### config.mk
export PLATFORM = sky130hd
export DESIGN_NAME = day_night_luma_switch_top_flat
export DESIGN_NICKNAME = d
export VERILOG_FILES = /design/src/hw/rtl/dnls_pkg.sv /design/src/hw/rtl/dnls_req_if.sv /design/src/hw/rtl/dnls_rsp_if.sv /design/src/hw/rtl/dnls_csr.sv /design/src/hw/rtl/dnls_accum.sv /design/src/hw/rtl/dnls_div.sv /design/src/hw/rtl/dnls_ctrl.sv /design/src/hw/rtl/day_night_luma_switch_top.sv /design/src/flat_wrapper.sv
export SDC_FILE = /design/constraint.sdc
export NUM_CORES = 1
export LEC_CHECK = 0
export BUFFER_PORTS_ARGS = -buffer_cell sky130_fd_sc_hd__buf_2
export CAP_MARGIN = 25
export CORE_AREA = 2 2 210 212
export CTS_BUF_LIST = sky130_fd_sc_hd__clkbuf_8
export DETAILED_ROUTE_END_ITERATION = 10
export DIE_AREA = 0 0 212 214
export GPL_TIMING_DRIVEN = 1
export HOLD_SLACK_MARGIN = 0.08
export SLEW_MARGIN = 20
export SYNTH_ARGS = -nofsm -noshare
export SYNTH_HDL_FRONTEND = slang
export SYNTH_HIERARCHICAL = 1
export SYNTH_SLANG_ARGS = --single-unit
### constraint.sdc
create_clock -name clock -period 26 [get_ports clock]
set_input_delay 2.6 -clock clock [delete_from_list [all_inputs] [get_ports clock]]
set_output_delay 2.6 -clock clock [all_outputs]
set_load 0.005 [all_outputs]
### src/hw/rtl/dnls_pkg.sv
// ----------------------------------------------------------------------------
// dnls_pkg: shared types and constants of the day/night luma switch
// Holds the frame size limit, the luma weights, the register map, the reset
// values of the control registers and the sequencer state encoding.
// ----------------------------------------------------------------------------
`default_nettype none

package dnls_pkg;

   // Largest number of pixels that one frame may carry.
   localparam int MAX_PIXELS = 32768;

   // Width of the pixel counter: it must hold MAX_PIXELS itself.
   localparam int COUNT_W = $clog2(MAX_PIXELS + 1);

   // Width of the luma accumulator and of the dividend that the mean uses.
   localparam int SUM_W = 32;
   localparam int DIV_W = SUM_W - 8;
   localparam int DIV_CNT_W = $clog2(DIV_W);

   // Luma weights of the red, green and blue components.
   localparam logic [15:0] WEIGHT_R = 16'd77;
   localparam logic [15:0] WEIGHT_G = 16'd150;
   localparam logic [15:0] WEIGHT_B = 16'd29;

   // Largest mean luma that is reported.
   localparam logic [7:0] LUMA_MAX = 8'd255;

   // Register map: index of each register, byte address is four times it.
   localparam int ADDR_W = 5;
   localparam logic [2:0] REG_DARK_THRESHOLD = 3'd0;
   localparam logic [2:0] REG_BRIGHT_THRESHOLD = 3'd1;
   localparam logic [2:0] REG_CONFIRM_NEEDED = 3'd2;
   localparam logic [2:0] REG_AUTO_ENABLE = 3'd3;
   localparam logic [2:0] REG_SENSOR_BW_CAPABLE = 3'd4;

   // Reset values of the control registers.
   localparam logic [7:0] DARK_THRESHOLD_RST = 8'd40;
   localparam logic [7:0] BRIGHT_THRESHOLD_RST = 8'd65;
   localparam logic [3:0] CONFIRM_NEEDED_RST = 4'd2;

   // Input opcodes.
   localparam logic OP_PIXEL = 1'b0;
   localparam logic OP_TICK = 1'b1;

   // Control register contents handed to the sequencer.
   typedef struct packed {
      logic [7:0] dark_threshold;
      logic [7:0] bright_threshold;
      logic [3:0] confirm_needed;
      logic       auto_enable;
      logic       sensor_bw_capable;
   } cfg_type;

   // Pixel accumulator contents at the end of a frame.
   typedef struct packed {
      logic [SUM_W-1:0]   luma_sum;
      logic [COUNT_W-1:0] pixel_count;
      logic               frame_too_big;
   } frame_type;

   // Sequencer states.
   typedef enum logic [2:0] {
      ST_IDLE   = 3'b001,
      ST_DIV    = 3'b010,
      ST_FINISH = 3'b100
   } state_type;

endpackage

`default_nettype wire

### src/hw/rtl/dnls_req_if.sv
// ----------------------------------------------------------------------------
// dnls_req_if: input channel of the day/night luma switch
// Carries pixel transactions and sample ticks with a valid/ready handshake.
// ----------------------------------------------------------------------------
`default_nettype none

interface dnls_req_if;

   logic       valid;
   logic       ready;
   logic       opcode;
   logic [7:0] red;
   logic [7:0] green;
   logic [7:0] blue;
   logic       frame_ok;

   modport source (
      output valid, opcode, red, green, blue, frame_ok,
      input  ready
   );

   modport sink (
      input  valid, opcode, red, green, blue, frame_ok,
      output ready
   );

endinterface

`default_nettype wire

### src/hw/rtl/dnls_rsp_if.sv
// ----------------------------------------------------------------------------
// dnls_rsp_if: result channel of the day/night luma switch
// Carries one result transaction per sample tick with a valid/ready handshake.
// ----------------------------------------------------------------------------
`default_nettype none

interface dnls_rsp_if;

   logic              valid;
   logic              ready;
   logic [7:0]        luma;
   logic              sampled;
   logic              effect_bw;
   logic              command_valid;
   logic              command_bw;
   logic              gray_supported;
   logic [31:0]       sample_count;
   logic [31:0]       switch_count;
   logic signed [4:0] confirm_level;

   modport source (
      output valid, luma, sampled, effect_bw, command_valid, command_bw,
             gray_supported, sample_count, switch_count, confirm_level,
      input  ready
   );

   modport sink (
      input  valid, luma, sampled, effect_bw, command_valid, command_bw,
             gray_supported, sample_count, switch_count, confirm_level,
      output ready
   );

endinterface

`default_nettype wire

### src/hw/rtl/dnls_csr.sv
// ----------------------------------------------------------------------------
// dnls_csr: control registers of the day/night luma switch
// APB-style register file with zero wait states; registers sit at word
// addresses in the order dark, bright, confirm, auto enable, sensor capable.
// ----------------------------------------------------------------------------
`default_nettype none

module dnls_csr (
   input  wire logic                       clock,
   input  wire logic                       reset,
   input  wire logic                       psel,
   input  wire logic                       penable,
   input  wire logic                       pwrite,
   input  wire logic [dnls_pkg::ADDR_W-1:0] paddr,
   input  wire logic [31:0]                pwdata,
   output logic      [31:0]                prdata,
   output logic                            pready,
   output dnls_pkg::cfg_type               cfg
);

   logic [7:0] dark_ff;
   logic [7:0] bright_ff;
   logic [3:0] confirm_ff;
   logic       auto_ff;
   logic       capable_ff;
   logic [2:0] index;
   logic       wr_en;

   assign pready = 1'b1;
   assign index  = paddr[4:2];
   assign wr_en  = psel && penable && pwrite;

   // Register writes; an address beyond the map is ignored.
   always_ff @(posedge clock) begin
      if (reset) begin
         dark_ff    <= dnls_pkg::DARK_THRESHOLD_RST;
         bright_ff  <= dnls_pkg::BRIGHT_THRESHOLD_RST;
         confirm_ff <= dnls_pkg::CONFIRM_NEEDED_RST;
         auto_ff    <= 1'b1;
         capable_ff <= 1'b1;
      end else if (wr_en) begin
         unique case (index)
            dnls_pkg::REG_DARK_THRESHOLD:    dark_ff    <= pwdata[7:0];
            dnls_pkg::REG_BRIGHT_THRESHOLD:  bright_ff  <= pwdata[7:0];
            dnls_pkg::REG_CONFIRM_NEEDED:    confirm_ff <= pwdata[3:0];
            dnls_pkg::REG_AUTO_ENABLE:       auto_ff    <= pwdata[0];
            dnls_pkg::REG_SENSOR_BW_CAPABLE: capable_ff <= pwdata[0];
            default: ;
         endcase
      end
   end

   // Read data multiplexer.
   always_comb begin
      unique case (index)
         dnls_pkg::REG_DARK_THRESHOLD:    prdata = {24'd0, dark_ff};
         dnls_pkg::REG_BRIGHT_THRESHOLD:  prdata = {24'd0, bright_ff};
         dnls_pkg::REG_CONFIRM_NEEDED:    prdata = {28'd0, confirm_ff};
         dnls_pkg::REG_AUTO_ENABLE:       prdata = {31'd0, auto_ff};
         dnls_pkg::REG_SENSOR_BW_CAPABLE: prdata = {31'd0, capable_ff};
         default:                         prdata = 32'd0;
      endcase
   end

   assign cfg.dark_threshold    = dark_ff;
   assign cfg.bright_threshold  = bright_ff;
   assign cfg.confirm_needed    = confirm_ff;
   assign cfg.auto_enable       = auto_ff;
   assign cfg.sensor_bw_capable = capable_ff;

endmodule

`default_nettype wire

### src/hw/rtl/dnls_accum.sv
// ----------------------------------------------------------------------------
// dnls_accum: pixel luma accumulator
// Sums 77R + 150G + 29B over the pixels of a frame and counts them; pixels
// past the frame size limit mark the frame as oversized and are dropped.
// ----------------------------------------------------------------------------
`default_nettype none

module dnls_accum (
   input  wire logic          clock,
   input  wire logic          reset,
   input  wire logic          pixel_fire,
   input  wire logic          frame_clear,
   input  wire logic [7:0]    red,
   input  wire logic [7:0]    green,
   input  wire logic [7:0]    blue,
   output dnls_pkg::frame_type frame
);

   logic [dnls_pkg::SUM_W-1:0]   sum_ff;
   logic [dnls_pkg::COUNT_W-1:0] count_ff;
   logic                         too_big_ff;
   logic [15:0]                  weight;
   logic                         full;

   // Weighted luma of one pixel; fits 16 bits.
   assign weight = 16'(red) * dnls_pkg::WEIGHT_R
                 + 16'(green) * dnls_pkg::WEIGHT_G
                 + 16'(blue) * dnls_pkg::WEIGHT_B;

   assign full = (count_ff >= dnls_pkg::COUNT_W'(dnls_pkg::MAX_PIXELS));

   // Accumulate pixels; a tick clears the frame after it is handed over.
   always_ff @(posedge clock) begin
      if (reset || frame_clear) begin
         sum_ff     <= '0;
         count_ff   <= '0;
         too_big_ff <= 1'b0;
      end else if (pixel_fire) begin
         if (full) begin
            too_big_ff <= 1'b1;
         end else begin
            sum_ff   <= sum_ff + dnls_pkg::SUM_W'(weight);
            count_ff <= count_ff + 1'b1;
         end
      end
   end

   assign frame.luma_sum      = sum_ff;
   assign frame.pixel_count   = count_ff;
   assign frame.frame_too_big = too_big_ff;

endmodule

`default_nettype wire

### src/hw/rtl/dnls_div.sv
// ----------------------------------------------------------------------------
// dnls_div: serial restoring divider
// Divides the scaled luma sum by the pixel count, one quotient bit per cycle,
// with a single shared subtract and compare.
// ----------------------------------------------------------------------------
`default_nettype none

module dnls_div (
   input  wire logic                         clock,
   input  wire logic                         reset,
   input  wire logic                         start,
   input  wire logic [dnls_pkg::DIV_W-1:0]   dividend,
   input  wire logic [dnls_pkg::COUNT_W-1:0] divisor,
   output logic                              done,
   output logic      [dnls_pkg::DIV_W-1:0]   quotient
);

   localparam int RemW = dnls_pkg::COUNT_W;

   logic [RemW-1:0]                rem_ff;
   logic [dnls_pkg::DIV_W-1:0]     quo_ff;
   logic [RemW-1:0]                div_ff;
   logic [dnls_pkg::DIV_CNT_W-1:0] cnt_ff;
   logic                           busy_ff;
   logic                           done_ff;
   logic [RemW:0]                  shifted;
   logic [RemW+1:0]                diff;
   logic                           fits;

   // One restoring step: shift in the next dividend bit and try to subtract.
   assign shifted = {rem_ff, quo_ff[dnls_pkg::DIV_W-1]};
   assign diff    = {1'b0, shifted} - {2'b00, div_ff};
   assign fits    = !diff[RemW+1];

   always_ff @(posedge clock) begin
      if (reset) begin
         busy_ff <= 1'b0;
         done_ff <= 1'b0;
         cnt_ff  <= '0;
      end else if (start) begin
         busy_ff <= 1'b1;
         done_ff <= 1'b0;
         cnt_ff  <= '0;
      end else if (busy_ff) begin
         cnt_ff <= cnt_ff + 1'b1;
         if (cnt_ff == dnls_pkg::DIV_CNT_W'(dnls_pkg::DIV_W - 1)) begin
            busy_ff <= 1'b0;
            done_ff <= 1'b1;
         end
      end else begin
         done_ff <= 1'b0;
      end
   end

   // Datapath of the divider; no reset needed.
   always_ff @(posedge clock) begin
      if (start) begin
         rem_ff <= '0;
         quo_ff <= dividend;
         div_ff <= divisor;
      end else if (busy_ff) begin
         rem_ff <= fits ? diff[RemW-1:0] : shifted[RemW-1:0];
         quo_ff <= {quo_ff[dnls_pkg::DIV_W-2:0], fits};
      end
   end

   assign done     = done_ff;
   assign quotient = quo_ff;

endmodule

`default_nettype wire

### src/hw/rtl/dnls_ctrl.sv
// ----------------------------------------------------------------------------
// dnls_ctrl: sequencer and day/night decision
// Takes transactions from the input channel, runs the divider on a sampling
// tick, updates the confirm counter and effect state, and registers results.
// ----------------------------------------------------------------------------
`default_nettype none

module dnls_ctrl (
   input  wire logic                         clock,
   input  wire logic                         reset,
   input  wire dnls_pkg::cfg_type            cfg,
   input  wire dnls_pkg::frame_type          frame,
   dnls_req_if.sink                          req_bus,
   dnls_rsp_if.source                        rsp_bus,
   output logic                              pixel_fire,
   output logic                              frame_clear,
   output logic                              div_start,
   output logic      [dnls_pkg::DIV_W-1:0]   div_dividend,
   output logic      [dnls_pkg::COUNT_W-1:0] div_divisor,
   input  wire logic                         div_done,
   input  wire logic [dnls_pkg::DIV_W-1:0]   div_quotient
);

   dnls_pkg::state_type state_ff, state_in;

   // Decision state.
   logic signed [4:0] cc_ff, cc_in;
   logic              eff_ff, eff_in;
   logic              probed_ff, probed_in;
   logic              bwsup_ff, bwsup_in;
   logic              applied_ff, applied_in;
   logic [7:0]        last_luma_ff, last_luma_in;
   logic [31:0]       samples_ff, samples_in;
   logic [31:0]       switches_ff, switches_in;
   logic              sample_go_ff;

   // Result register.
   logic              rsp_valid_ff;
   logic [7:0]        rsp_luma_ff;
   logic              rsp_sampled_ff;
   logic              rsp_cmd_valid_ff;
   logic              rsp_cmd_bw_ff;

   logic              req_fire;
   logic              tick_fire;
   logic              sample_go;
   logic              finish_load;
   logic              sampled;
   logic              cmd_valid;
   logic              cmd_bw;
   logic [7:0]        luma;
   logic signed [5:0] cc_ext;
   logic signed [5:0] cc_step;
   logic signed [5:0] need;
   logic              want;

   assign req_bus.ready = (state_ff == dnls_pkg::ST_IDLE);
   assign req_fire      = req_bus.valid && req_bus.ready;
   assign pixel_fire    = req_fire && (req_bus.opcode == dnls_pkg::OP_PIXEL);
   assign tick_fire     = req_fire && (req_bus.opcode == dnls_pkg::OP_TICK);
   assign frame_clear   = tick_fire;

   // A tick needs the divider only when it will take a sample.
   assign sample_go    = cfg.auto_enable && req_bus.frame_ok && !frame.frame_too_big;
   assign div_start    = tick_fire && sample_go;
   assign div_dividend = frame.luma_sum[dnls_pkg::SUM_W-1:8];
   assign div_divisor  = (frame.pixel_count == '0) ? dnls_pkg::COUNT_W'(1)
                                                   : frame.pixel_count;

   // The finished tick is registered once the result slot is free.
   assign finish_load = (state_ff == dnls_pkg::ST_FINISH) && (!rsp_valid_ff || rsp_bus.ready);

   // Sequencer.
   always_comb begin
      state_in = state_ff;
      unique case (state_ff)
         dnls_pkg::ST_IDLE: begin
            if (tick_fire) begin
               state_in = sample_go ? dnls_pkg::ST_DIV : dnls_pkg::ST_FINISH;
            end
         end
         dnls_pkg::ST_DIV: begin
            if (div_done) begin
               state_in = dnls_pkg::ST_FINISH;
            end
         end
         dnls_pkg::ST_FINISH: begin
            if (finish_load) begin
               state_in = dnls_pkg::ST_IDLE;
            end
         end
         default: state_in = dnls_pkg::ST_IDLE;
      endcase
   end

   // Mean luma, saturated to eight bits.
   assign luma = (div_quotient[dnls_pkg::DIV_W-1:8] != '0) ? dnls_pkg::LUMA_MAX
                                                          : div_quotient[7:0];

   // Day/night decision at the end of a tick.
   always_comb begin
      cc_in        = cc_ff;
      eff_in       = eff_ff;
      probed_in    = probed_ff;
      bwsup_in     = bwsup_ff;
      applied_in   = applied_ff;
      last_luma_in = last_luma_ff;
      samples_in   = samples_ff;
      switches_in  = switches_ff;
      sampled      = 1'b0;
      cmd_valid    = 1'b0;
      cmd_bw       = 1'b0;
      cc_ext       = {cc_ff[4], cc_ff};
      cc_step      = cc_ext;
      need         = (cfg.confirm_needed == 4'd0) ? 6'sd1
                                                  : $signed({2'b00, cfg.confirm_needed});
      want         = eff_ff;

      if (!cfg.auto_enable) begin
         // Manual mode restores colour once if the automatic path changed it.
         if (applied_ff) begin
            cmd_valid  = 1'b1;
            applied_in = 1'b0;
            eff_in     = 1'b0;
            cc_in      = '0;
         end
      end else if (sample_go_ff) begin
         sampled      = 1'b1;
         last_luma_in = luma;
         samples_in   = samples_ff + 32'd1;

         if (luma < cfg.dark_threshold) begin
            cc_step = (cc_ext > 6'sd0) ? -6'sd1 : cc_ext - 6'sd1;
         end else if (luma > cfg.bright_threshold) begin
            cc_step = (cc_ext < 6'sd0) ? 6'sd1 : cc_ext + 6'sd1;
         end else begin
            cc_step = 6'sd0;
         end

         if (cc_step <= -need) begin
            want    = 1'b1;
            cc_step = 6'sd0;
         end else if (cc_step >= need) begin
            want    = 1'b0;
            cc_step = 6'sd0;
         end
         cc_in = cc_step[4:0];

         // Send the effect command; an incapable sensor falls back to colour.
         if ((want != eff_ff) || !probed_ff) begin
            cmd_valid = 1'b1;
            cmd_bw    = want;
            if (!cfg.sensor_bw_capable) begin
               bwsup_in   = 1'b0;
               eff_in     = 1'b0;
               applied_in = 1'b0;
            end else begin
               probed_in   = 1'b1;
               bwsup_in    = 1'b1;
               eff_in      = want;
               applied_in  = 1'b1;
               switches_in = switches_ff + 32'd1;
            end
         end
      end
   end

   // Control and decision state.
   always_ff @(posedge clock) begin
      if (reset) begin
         state_ff     <= dnls_pkg::ST_IDLE;
         cc_ff        <= '0;
         eff_ff       <= 1'b0;
         probed_ff    <= 1'b0;
         bwsup_ff     <= 1'b1;
         applied_ff   <= 1'b0;
         last_luma_ff <= '0;
         samples_ff   <= '0;
         switches_ff  <= '0;
         rsp_valid_ff <= 1'b0;
      end else begin
         state_ff <= state_in;
         if (finish_load) begin
            cc_ff        <= cc_in;
            eff_ff       <= eff_in;
            probed_ff    <= probed_in;
            bwsup_ff     <= bwsup_in;
            applied_ff   <= applied_in;
            last_luma_ff <= last_luma_in;
            samples_ff   <= samples_in;
            switches_ff  <= switches_in;
            rsp_valid_ff <= 1'b1;
         end else if (rsp_bus.ready) begin
            rsp_valid_ff <= 1'b0;
         end
      end
   end

   // Tick attributes and result payload.
   always_ff @(posedge clock) begin
      if (tick_fire) begin
         sample_go_ff <= sample_go;
      end
      if (finish_load) begin
         rsp_luma_ff      <= last_luma_in;
         rsp_sampled_ff   <= sampled;
         rsp_cmd_valid_ff <= cmd_valid;
         rsp_cmd_bw_ff    <= cmd_bw;
      end
   end

   // Counters and flags in the result mirror the committed state.
   assign rsp_bus.valid          = rsp_valid_ff;
   assign rsp_bus.luma           = rsp_luma_ff;
   assign rsp_bus.sampled        = rsp_sampled_ff;
   assign rsp_bus.effect_bw      = eff_ff;
   assign rsp_bus.command_valid  = rsp_cmd_valid_ff;
   assign rsp_bus.command_bw     = rsp_cmd_bw_ff;
   assign rsp_bus.gray_supported = bwsup_ff;
   assign rsp_bus.sample_count   = samples_ff;
   assign rsp_bus.switch_count   = switches_ff;
   assign rsp_bus.confirm_level  = cc_ff;

endmodule

`default_nettype wire

### src/hw/rtl/day_night_luma_switch_top.sv
// ----------------------------------------------------------------------------
// day_night_luma_switch_top: day/night effect switch driven by mean luma
// Accumulates pixel luma over a frame and, on each sample tick, decides
// whether the sensor should run the black-and-white or the colour effect.
// ----------------------------------------------------------------------------
// Usage:
// The req_bus channel carries pixel transactions (opcode 0) and sample ticks
// (opcode 1); the rsp_bus channel returns one result transaction per tick
// and nothing for pixels. Pixels are taken one per cycle while the block is
// idle. A tick that takes a sample runs the serial divider for the mean
// luma, one quotient bit per cycle over 24 bits, then the finish state and
// the result register; a tick that takes no sample (manual mode, failed or
// oversized frame) goes straight to the finish state and result register.
// req_bus.ready stays low from a tick until its result is registered.
// A stalled receiver holds the result register; pixels of the next frame are
// still taken meanwhile, and the following tick is taken but then keeps
// req_bus.ready low until the result slot frees.
// The user must write control registers on the APB-style port only while
// the block is idle; the block itself does not enforce it. Reset clears the
// frame, the counters and the confirm counter, sets colour mode with the
// sensor assumed capable, and loads register defaults. Both counters and
// the decision state are visible in every result.
// ----------------------------------------------------------------------------
`default_nettype none

module day_night_luma_switch_top (
   input  wire logic                       clock,
   input  wire logic                       reset,
   dnls_req_if.sink                        req_bus,
   dnls_rsp_if.source                      rsp_bus,
   input  wire logic                       psel,
   input  wire logic                       penable,
   input  wire logic                       pwrite,
   input  wire logic [dnls_pkg::ADDR_W-1:0] paddr,
   input  wire logic [31:0]                pwdata,
   output logic      [31:0]                prdata,
   output logic                            pready
);

   dnls_pkg::cfg_type              cfg;
   dnls_pkg::frame_type            frame;
   logic                           pixel_fire;
   logic                           frame_clear;
   logic                           div_start;
   logic [dnls_pkg::DIV_W-1:0]     div_dividend;
   logic [dnls_pkg::COUNT_W-1:0]   div_divisor;
   logic                           div_done;
   logic [dnls_pkg::DIV_W-1:0]     div_quotient;

   // Control registers.
   dnls_csr u_csr (
      .clock   (clock),
      .reset   (reset),
      .psel    (psel),
      .penable (penable),
      .pwrite  (pwrite),
      .paddr   (paddr),
      .pwdata  (pwdata),
      .prdata  (prdata),
      .pready  (pready),
      .cfg     (cfg)
   );

   // Frame accumulator.
   dnls_accum u_accum (
      .clock       (clock),
      .reset       (reset),
      .pixel_fire  (pixel_fire),
      .frame_clear (frame_clear),
      .red         (req_bus.red),
      .green       (req_bus.green),
      .blue        (req_bus.blue),
      .frame       (frame)
   );

   // Serial divider for the mean luma.
   dnls_div u_div (
      .clock    (clock),
      .reset    (reset),
      .start    (div_start),
      .dividend (div_dividend),
      .divisor  (div_divisor),
      .done     (div_done),
      .quotient (div_quotient)
   );

   // Sequencer and decision logic.
   dnls_ctrl u_ctrl (
      .clock        (clock),
      .reset        (reset),
      .cfg          (cfg),
      .frame        (frame),
      .req_bus      (req_bus),
      .rsp_bus      (rsp_bus),
      .pixel_fire   (pixel_fire),
      .frame_clear  (frame_clear),
      .div_start    (div_start),
      .div_dividend (div_dividend),
      .div_divisor  (div_divisor),
      .div_done     (div_done),
      .div_quotient (div_quotient)
   );

endmodule

`default_nettype wire

### src/flat_wrapper.sv
// flat-port wrapper written by rule: the top's interface ports become plain ports
module day_night_luma_switch_top_flat 
  (clock, reset, psel, penable, pwrite, paddr, pwdata, prdata, pready, req_bus_valid, req_bus_opcode, req_bus_red, req_bus_green, req_bus_blue, req_bus_frame_ok, req_bus_ready, rsp_bus_valid, rsp_bus_luma, rsp_bus_sampled, rsp_bus_effect_bw, rsp_bus_command_valid, rsp_bus_command_bw, rsp_bus_gray_supported, rsp_bus_sample_count, rsp_bus_switch_count, rsp_bus_confirm_level, rsp_bus_ready);
  dnls_req_if req_bus_i ();
  dnls_rsp_if rsp_bus_i ();
  input  wire logic clock;
  input  wire logic reset;
  input  wire logic psel;
  input  wire logic penable;
  input  wire logic pwrite;
  input  wire logic [dnls_pkg::ADDR_W-1:0] paddr;
  input  wire logic [31:0] pwdata;
  output logic      [31:0] prdata;
  output logic pready;
  input wire logic [$bits(req_bus_i.valid)-1:0] req_bus_valid;
  input wire logic [$bits(req_bus_i.opcode)-1:0] req_bus_opcode;
  input wire logic [$bits(req_bus_i.red)-1:0] req_bus_red;
  input wire logic [$bits(req_bus_i.green)-1:0] req_bus_green;
  input wire logic [$bits(req_bus_i.blue)-1:0] req_bus_blue;
  input wire logic [$bits(req_bus_i.frame_ok)-1:0] req_bus_frame_ok;
  output wire logic [$bits(req_bus_i.ready)-1:0] req_bus_ready;
  output wire logic [$bits(rsp_bus_i.valid)-1:0] rsp_bus_valid;
  output wire logic [$bits(rsp_bus_i.luma)-1:0] rsp_bus_luma;
  output wire logic [$bits(rsp_bus_i.sampled)-1:0] rsp_bus_sampled;
  output wire logic [$bits(rsp_bus_i.effect_bw)-1:0] rsp_bus_effect_bw;
  output wire logic [$bits(rsp_bus_i.command_valid)-1:0] rsp_bus_command_valid;
  output wire logic [$bits(rsp_bus_i.command_bw)-1:0] rsp_bus_command_bw;
  output wire logic [$bits(rsp_bus_i.gray_supported)-1:0] rsp_bus_gray_supported;
  output wire logic [$bits(rsp_bus_i.sample_count)-1:0] rsp_bus_sample_count;
  output wire logic [$bits(rsp_bus_i.switch_count)-1:0] rsp_bus_switch_count;
  output wire logic [$bits(rsp_bus_i.confirm_level)-1:0] rsp_bus_confirm_level;
  input wire logic [$bits(rsp_bus_i.ready)-1:0] rsp_bus_ready;
  assign req_bus_i.valid = req_bus_valid;
  assign req_bus_i.opcode = req_bus_opcode;
  assign req_bus_i.red = req_bus_red;
  assign req_bus_i.green = req_bus_green;
  assign req_bus_i.blue = req_bus_blue;
  assign req_bus_i.frame_ok = req_bus_frame_ok;
  assign req_bus_ready = req_bus_i.ready;
  assign rsp_bus_valid = rsp_bus_i.valid;
  assign rsp_bus_luma = rsp_bus_i.luma;
  assign rsp_bus_sampled = rsp_bus_i.sampled;
  assign rsp_bus_effect_bw = rsp_bus_i.effect_bw;
  assign rsp_bus_command_valid = rsp_bus_i.command_valid;
  assign rsp_bus_command_bw = rsp_bus_i.command_bw;
  assign rsp_bus_gray_supported = rsp_bus_i.gray_supported;
  assign rsp_bus_sample_count = rsp_bus_i.sample_count;
  assign rsp_bus_switch_count = rsp_bus_i.switch_count;
  assign rsp_bus_confirm_level = rsp_bus_i.confirm_level;
  assign rsp_bus_i.ready = rsp_bus_ready;
  day_night_luma_switch_top u_core (.clock(clock), .reset(reset), .req_bus(req_bus_i), .rsp_bus(rsp_bus_i), .psel(psel), .penable(penable), .pwrite(pwrite), .paddr(paddr), .pwdata(pwdata), .prdata(prdata), .pready(pready));
endmodule
==> results of run 1 <==
cells by family (layout without fill, tap and decap cells):
kind of cell,after synthesis,in the layout,share of synthesized area
fa+ha+maj,211,211,0.181
simple gates,672,672,0.202
xor+xnor,75,75,0.0386
flops,231,231,0.302
buf+inv,301,387,0.0795
other cells,3,27,0.000661
compound gates,346,346,0.137
mux,95,95,0.0598
flip-flops by register name (all words and copies together) (netlist names), 3 cells and up:
| register | flops |
|---|---|
| u_core/u_accum/sum_ff | 32 |
| u_core/u_ctrl/rsp_bus.sample_count | 32 |
| u_core/u_ctrl/rsp_bus.switch_count | 32 |
| u_core/u_div/quotient | 24 |
| u_core/u_accum/count_ff | 16 |
| u_core/u_div/div_ff | 16 |
| u_core/u_div/rem_ff | 16 |
| u_core/u_csr/bright_ff | 8 |
| u_core/u_csr/dark_ff | 8 |
| u_core/u_ctrl/last_luma_ff | 8 |
| u_core/u_ctrl/rsp_bus.luma | 8 |
| u_core/u_ctrl/rsp_bus.confirm_level | 5 |
| u_core/u_div/cnt_ff | 5 |
| u_core/u_csr/confirm_ff | 4 |
| u_core/u_ctrl/state_ff | 3 |
metal layers:
metal  up-vias  global-route usage  wire [um]
met3        48              0.0238       1510
met4         0              0.0479        681
met1      6474               0.232      18700
li1       6857                   -          -
met5         -                   0          0
met2       226               0.281      18300
final cells by class:
type	instances	area (um2)
sequential	231	5140
inverter	163	612
antenna	1	2.50
clock inverter	35	234
fill	4298	24100
multi-input combinational	1425	10600
tap	585	732
clock buffer	45	619
timing repair buffer	144	749
worst max-delay path, delay by kind of cell:
family	cells	cell delay, ps
simple gates	4	1180
xor+xnor	2	350
buf+inv	5	330
fa+ha+maj	11	4360
compound gates	7	1320
mux	1	380
cell usage in the layout (no fill, tap or decap), types with 16 or more instances in the layout:
cell / n
nand3_1: 48
xor2_1: 32
nand2b_1: 35
nand4_1: 38
o31ai_1: 16
inv_1: 175
edfxtp_1: 52
a21o_1: 16
nor2b_1: 37
a21oi_1: 96
buf_2: 134
mux2_2: 51
and3_1: 27
fa_1: 58
conb_1: 26
nand2_1: 138
xnor2_1: 43
o21ai_0: 62
mux2i_1: 41
nor2_1: 184
a211oi_1: 22
or3_1: 31
nor3_1: 50
ha_1: 153
dfxtp_1: 179
clkbuf_8: 45
worst max-delay path by stage:
stage	startpoint	to	slack (ps)
floorplan	req_bus_green[3]	u_core/u_accum/sum_ff[22]	16080
global placement	req_bus_green[3]	u_core/u_accum/sum_ff[24]	15520
detailed placement	req_bus_green[3]	u_core/u_accum/sum_ff[22]	15400
CTS	req_bus_green[3]	u_core/u_accum/sum_ff[22]	15990
global route	req_bus_green[3]	u_core/u_accum/sum_ff[22]	15560
finish	req_bus_green[3]	u_core/u_accum/sum_ff[22]	15940
report_power, final:
part	internal [W]	switching, W
Sequential	0.000384	0.0000143
Clock	0.000192	0.000161
Combinational	0.000650	0.000958
Total	0.00123	0.00113
through the flow:
step	setup slack [ps]	cell area [um2]	hold slack, ps	total power (W)	util
floorplan	16080	17100	436	0.00169	-
global placement	15520	17900	444	0.00196	0.417
detailed placement	15400	17900	454	0.00200	0.417
CTS	15990	18700	462	0.00237	0.437
global route	15560	18700	481	0.00258	0.437
finish	15940	18700	460	0.00236	0.437
==> results.py, run 1 <==
metrics = {
    "clock_tree": {
        "hold_buffers": 0,
        "cts_max_path_buffers": 3,
        "tritoncts": "done",
        "post-cts-setup-buffers": 0,
        "clkSinkCount": 231,
        "path_clk_slew_ps": 60,
        "cts-htree-levels": 2,
        "worst_skew_pair.late_latency_ps": 570,
        "cts_resized": 0,
        "root_buffer": "clkbuf_8",
        "cts_buffers": 43,
    },
    "detailed_routing": {
        "first_iter_violations": 702,
        "vias": 13600,
        "drtPass1Iterations": 5,
        "drc": 0,
        "viasPerCell": 5.17,
        "wl_um": 39300,
        "ant_nets": 0,
        "post_drt_wl_per_cell_um": 14.9,
    },
    "floorplanning": {
        "fp-row-count": 76,
        "dieArea_mm2": 0.0454,
        "initial_core_util": 0.397,
        "coreArea_mm2": 0.0429,
        "num_io_pins": 187,
        "die_w_um": 212,
        "die_h_um": 214,
    },
    "cells_and_area": {
        "final_nets": 2289,
        "finalNonFillerCells": 2629,
        "area_growth_pct": 10.0,
        "drive_gt1_frac": 0.154,
    },
    "synth": {
        "synth_common_cells": "nor2_1 (184), dfxtp_1 (179), inv_1 (163)",
        "yosys-top-cells-area": "dfxtp_1 (21%), ha_1 (11%), edfxtp_1 (9.2%)",
        "netlist_instances": 1934,
        "synth_edf_count": 52,
        "netlist.area_leader.share": 0.210,
        "postSynthAreaPerCell_um2": 8.81,
        "ys_warn_count": 6,
        "netlist_area_mm2": 0.0170,
        "postSynth.asyncResetShare": 0,
        "synth-seq-cells": 231,
        "ys_seq_area_frac": 0.302,
        "ys.flop_type": "dfxtp_1",
        "synth.most_common_cell": "nor2_1",
        "ys_types": 99,
        "synth_top_area_cell": "dfxtp_1",
    },
    "timing": {
        "fin_crit_sh": 0.387,
        "slew_viol_final": 0,
        "rsz0062_at_grt": "false",
        "hold_violations": 0,
        "fin_setup_tns_ps": 0,
        "setup_violations": 0,
        "worst_slew_pin_slew_ps": 979,
        "finalClockSkew_ps": 32.7,
        "slew_headroom": 0.347,
        "period_needed_ps": 10060,
        "max_freq_ghz": 0.0994,
    },
    "worst_setup_path": {
        "rr_endpoint": "u_core/u_ctrl/rsp_bus.switch_count[6]",
        "start_kind": "primary input",
        "cp-end-kind": "register",
        "reg2reg_depth": 20,
        "slowest_stage": "or4_2",
        "cp_max_fo": 10,
        "r2r_setup_slack_ps": 19330,
        "crit_top_cell": "ha_1",
        "required_ps": 26470,
        "crit_type": "primary input to register",
        "cp.arrival_ps": 10530,
        "r2r-start": "u_core/u_div/quotient[18]",
        "critPathMaxStageDelay_ps": 680,
    },
    "run": {
        "cap_violations": 0,
    },
    "worst_hold_path": {
        "whs_endpoint": "u_core/u_accum/sum_ff[6]",
        "hp-class": "register to register",
        "hp-start": "u_core/u_accum/sum_ff[6]",
        "hold_depth": 2,
    },
    "place": {
        "dpl.cell_count": 2546,
        "place.gp.congestion": 0.852,
        "hpwl_um": 29000,
        "port_buffers": 135,
    },
    "global_route": {
        "grt_max_degree": 90,
        "gr-total-overflow": 0,
        "grt_pass1_wl_um": 64700,
        "grt_pass1_vias": 12900,
        "antenna_found_initial": 0,
        "gr-usage-all-layers": 0.170,
    },
    "power_and_ir_drop": {
        "vdd_drop_max_mv": 0.203,
        "pwr_density_cell_mw_per_mm2": 126,
        "p_leak_nw": 8.03,
    },
    "outcome": {
        "status": "finished, final reports clean",
    },
}
No activity file was read; power rests on OpenSTA's default activity.
==> run 2, diff against run 1 <==
- clock period: 26 -> 10.33 ns (I/O delays scaled with it)
==> run 2 against run 1 <==
  * First-iteration DRC count rose by 11%
  * Cell area decreased by 0.15%
  * Critical path depth did not move
  * Worst hold slack lost 4.4 ps
  * Sequential power grew to 2.5 times the previous value
  * Utilization shrank 0.067 points
  * Count of clock-buffer cells in the layout grew 3
  * Total power increased by 150%
  * Routed wire length increased by 0.67%
  * Global-route usage is essentially flat
  * Clock skew decreased by 6.6 ps
  * Critical path type unchanged
  * Critical endpoint unchanged
  * Highest routed layer unchanged
==> results.py, run 2 (synthesis gave the netlist of run 1 again) <==
metrics = {
    "outcome": {
        "status": "finished, final reports clean",
    },
    "clock_tree": {
        "path_clk_slew_ps": 60,
        "hold_buffers": 0,
        "worst_skew_pair.late_latency_ps": 570,
        "cts-htree-levels": 2,
        "cts_buffers": 41,
        "root_buffer": "clkbuf_8",
        "clkSinkCount": 231,
        "tritoncts": "done",
        "cts_max_path_buffers": 3,
        "cts_resized": 0,
        "post-cts-setup-buffers": 0,
    },
    "power_and_ir_drop": {
        "finalPower_w": 0.00589,
        "clkPwrFrac": 0.145,
        "p_leak_nw": 8.02,
        "p_int_w": 0.00305,
        "pwr_density_cell_mw_per_mm2": 314,
        "swShare": 0.481,
        "p_sw_w": 0.00283,
        "vdd_drop_max_mv": 0.423,
        "p_seq_frac": 0.170,
        "combPwrFrac": 0.685,
    },
    "timing": {
        "fin_crit_sh": 0.819,
        "finalClockSkew_ps": 26.1,
        "hold_violations": 0,
        "rsz0062_at_grt": "false",
        "period_needed_ps": 8460,
        "worst_slew_pin_slew_ps": 976,
        "slew_headroom": 0.349,
        "max_freq_ghz": 0.118,
        "slew_viol_final": 0,
        "fin_setup_tns_ps": 0,
        "setup_violations": 0,
    },
    "detailed_routing": {
        "wl_um": 39500,
        "viasPerCell": 5.20,
        "first_iter_violations": 782,
        "vias": 13700,
        "post_drt_wl_per_cell_um": 15.1,
        "ant_nets": 0,
        "drc": 0,
        "drtPass1Iterations": 5,
    },
    "cells_and_area": {
        "fillers": 4231,
        "finalNonFillerCells": 2625,
        "ff_latch_area_mm2": 0.00514,
        "multi_input_area_mm2": 0.0106,
        "antenna-diode-count": 0,
        "area_growth_pct": 9.85,
        "final_nets": 2288,
        "mostFrequentLayoutCell": "nor2_1",
        "layout_common_cells": "nor2_1 (184), dfxtp_1 (179), inv_1 (176)",
        "drive_gt1_frac": 0.153,
    },
    "place": {
        "dpl.cell_count": 2548,
        "port_buffers": 135,
        "place.gp.congestion": 0.875,
        "hpwl_um": 29100,
    },
    "worst_setup_path": {
        "critPathTopFamily": "adder cells",
        "crit_type": "primary input to register",
        "start_kind": "primary input",
        "crit_start": "req_bus_green[3]",
        "critPathMaxStageDelay_ps": 680,
        "slowest_stage": "or4_2",
        "required_ps": 10810,
        "crit_top_cell": "ha_1",
        "cp-end-kind": "register",
        "r2r-start": "u_core/u_div/quotient[18]",
        "crit_buf_inv": 5,
        "cp_max_fo": 10,
        "cp.arrival_ps": 8940,
    },
    "worst_hold_path": {
        "hp-start": "u_core/u_accum/sum_ff[7]",
        "hp-class": "register to register",
    },
    "global_route": {
        "grt_pass1_wl_um": 64700,
        "grt_max_degree": 78,
        "grt_pass1_vias": 13100,
        "gr-usage-all-layers": 0.170,
        "antenna_found_initial": 0,
        "gr-total-overflow": 0,
    },
    "run": {
        "cap_violations": 0,
    },
    "floorplanning": {
        "dieArea_mm2": 0.0454,
        "initial_core_util": 0.397,
        "fp-row-count": 76,
        "die_w_um": 212,
        "die_h_um": 214,
        "num_io_pins": 187,
        "coreArea_mm2": 0.0429,
    },
}
run 2: changes by cell type in the layout (fill, tap and decap cells not counted), moves of 2 or more:
cell       change
bufinv_16      -2
clkbuf_8       +3
clkinv_1       -2
clkinv_2       -5
run 2: per-stage QoR:
stage	util	hold WS, ps	worst slack, ps	cell area [um2]
global placement	0.417	444	1460	17900
global route	0.436	483	1440	18700
detailed placement	0.417	450	1340	17900
CTS	0.436	459	1930	18700
finish	0.436	456	1870	18700
floorplan	-	436	1980	17100
run 2: area by class of cell:
class,instances,area share
Multi-Input combinational cell,1425,0.569
Sequential cell,231,0.275
Timing Repair Buffer,145,0.0406
Tap cell,585,0.0391
Clock buffer,48,0.0353
Inverter,163,0.0327
Clock inverter,28,0.00829
run 2: path summary, 6_finish.rpt:
kind                            slack, ps  depth (start not counted)                                     to
worst min register to register        460                          2               u_core/u_accum/sum_ff[7]
worst max register to register       3840                         20  u_core/u_ctrl/rsp_bus.switch_count[3]
worst min-delay path                  460                          2               u_core/u_accum/sum_ff[7]
worst max-delay path                 1870                         30              u_core/u_accum/sum_ff[22]
run 2: metal layers:
| layer | vias up | wire (um) | track usage |
|---|---|---|---|
| met1 | 6469 | 18800 | 0.228 |
| met2 | 277 | 18300 | 0.286 |
| met5 | - | 0 | 0 |
| met3 | 65 | 1610 | 0.0233 |
| li1 | 6848 | - | - |
| met4 | 0 | 808 | 0.0491 |
run 2: worst reg2reg max path: stages, from the launching register on:
cell       delay, ps
edfxtp_1         390
nor4_1           460
nand4_1          460
nor2_1           330
inv_1            120
ha_1             230
nor4b_1          300
nand2_1           90
o21ai_1          530
and2_1           380
nor2_1            90
a221oi_1         410
ha_1             310
nand2b_1         150
a2111oi_0        610
nor2_1           110
or3_1            390
a21oi_2          160
buf_4            370
nor3_1           140
mux2_1           330
run 2: power by group through the flow:
stage / registers [W] / clock network (W) / logic, W
finish: 0.00100 / 0.000854 / 0.00403
global route: 0.00101 / 0.000923 / 0.00452
CTS: 0.00100 / 0.000886 / 0.00402
detailed placement: 0.00102 / 0 / 0.00400
global placement: 0.00102 / 0 / 0.00393
floorplan: 0.00101 / 0 / 0.00324
==> run 3, diff against run 2 <==
- clock period: 10.33 -> 8.02 ns (I/O delays scaled with it)
==> run 3 against run 2 <==
  * Die area is the same
  * Cell area grew 1.7%
  * Total power grew 48%
  * Clock power grew 11%
  * Critical path type unchanged
  * Largest power group unchanged
==> results.py, run 3 (synthesis gave the netlist of run 1 again) <==
metrics = {
    "outcome": {
        "status": "finished, final reports clean",
    },
    "place": {
        "place.gp.congestion": 0.860,
        "place_ws_ps": -245,
        "port_buffers": 135,
        "hpwl_um": 29800,
    },
    "timing": {
        "period_needed_ps": 7670,
        "finalWorstSetupSlack_ps": 346,
        "slew_viol_final": 0,
        "fin_crit_sh": 0.957,
        "setup_violations": 0,
        "hold_violations": 0,
        "slew_headroom": 0.290,
        "max_freq_ghz": 0.130,
        "rsz0062_at_grt": "false",
        "worst_slew_pin_slew_ps": 1060,
        "finalClockSkew_ps": 41.0,
    },
    "run": {
        "cap_violations": 0,
    },
    "clock_tree": {
        "path_clk_slew_ps": 60,
        "worst_skew_pair.late_latency_ps": 570,
        "root_buffer": "clkbuf_8",
        "cts-htree-levels": 2,
        "cts_buffers": 41,
        "hold_buffers": 0,
        "clkSinkCount": 231,
        "tritoncts": "done",
        "cts_max_path_buffers": 3,
    },
    "cells_and_area": {
        "finish.utilization": 0.444,
        "antenna-diode-count": 0,
        "final_nets": 2348,
        "area_growth_pct": 11.7,
        "mostFrequentLayoutCell": "nor2_1",
        "layout_common_cells": "nor2_1 (184), dfxtp_1 (179), inv_1 (177)",
        "drive_gt1_frac": 0.174,
    },
    "detailed_routing": {
        "first_iter_violations": 802,
        "vias": 13800,
        "drc": 0,
        "ant_nets": 0,
        "wl_um": 39400,
        "post_drt_wl_per_cell_um": 14.7,
        "viasPerCell": 5.14,
        "drtPass1Iterations": 5,
    },
    "worst_setup_path": {
        "crit_type": "primary input to register",
        "required_ps": 8510,
        "start_kind": "primary input",
        "cp.arrival_ps": 8160,
        "cp-end-kind": "register",
        "cp_max_fo": 8,
    },
    "power_and_ir_drop": {
        "finalPower_w": 0.00874,
        "pwr_density_cell_mw_per_mm2": 459,
        "p_leak_nw": 8.23,
        "vdd_drop_max_mv": 0.710,
    },
    "floorplanning": {
        "fp-row-count": 76,
        "initial_core_util": 0.397,
        "coreArea_mm2": 0.0429,
        "num_io_pins": 187,
        "die_w_um": 212,
        "die_h_um": 214,
        "dieArea_mm2": 0.0454,
    },
    "global_route": {
        "grt_pass1_vias": 13200,
        "gr-usage-all-layers": 0.171,
        "grt_max_degree": 89,
        "antenna_found_initial": 1,
        "gr-total-overflow": 0,
        "grt_pass1_wl_um": 65200,
    },
    "worst_hold_path": {
        "hp-class": "register to register",
    },
}
-- run 3: cell count changes in the layout (fill, tap and decap cells not counted), moves of 2 or more --
cell      delta
buf_4       +60
clkbuf_8     -7
clkinv_1     +3
inv_6        -2
-- run 3: repair_timing --
action | in CTS | in global routing
gates resized for setup | 0 | 2
endpoints found under the setup margin | 0 | 2
buffers inserted | 0 | 2
-- run 3: cell type report --
cell class / instances / area [um2]
clock inverters: 28 / 116
inverters: 163 / 612
clock buffers: 41 / 564
flip-flops and latches: 231 / 5140
repair buffers: 205 / 1200
multi-input cells: 1425 / 10700
well taps: 585 / 732
fillers: 4241 / 23800
-- run 3: path summary, 6_finish.rpt --
| kind | to | cells after the start | slack [ps] | start |
|---|---|---|---|---|
| worst max-delay path | u_core/u_accum/sum_ff[24] | 28 | 350 | req_bus_green[4] |
| worst min-delay path | u_core/u_accum/sum_ff[5] | 2 | 450 | u_core/u_accum/sum_ff[5] |
| worst max register to register | u_core/u_ctrl/rsp_bus.switch_count[5] | 20 | 1720 | u_core/u_div/quotient[18] |
| worst min register to register | u_core/u_accum/sum_ff[5] | 2 | 450 | u_core/u_accum/sum_ff[5] |
-- run 3: routing by layer --
metal  global-route usage  wire [um]
met4               0.0484        790
met5                    0         13
met2                0.286      18600
met1                0.230      18400
met3               0.0235       1610
-- run 3: report_power, final --
group          switching [W]  leakage (nW)  internal, W
registers          0.0000511          1.91      0.00124
clock network       0.000476         0.395     0.000472
logic                0.00338          5.92      0.00311
-- run 3: critical path: stages --
cell	delay (ps)
buf_2	110
ha_1	290
ha_1	270
inv_1	50
fa_1	500
fa_1	520
inv_1	40
ha_1	310
xnor2_1	250
fa_1	490
fa_1	520
inv_1	50
fa_1	460
fa_1	540
inv_1	40
ha_1	190
or2_2	280
nor2_1	80
o21ai_0	180
and4_1	240
nor4_1	350
xnor2_1	210
ha_1	270
buf_4	150
a2111oi_4	30
buf_4	170
or4_2	600
a21oi_1	160
-- run 3: metrics by stage --
stage	instances	TNS [ps]	hold slack [ps]	cell area, um2
2_1_floorplan	1957	0	436	17100
3_3_place_gp	2604	-740	445	18300
3_5_place_dp	2605	-2170	452	18300
4_1_cts	2674	0	459	19000
5_1_grt	2678	0	475	19000
6_report	2678	0	455	19000
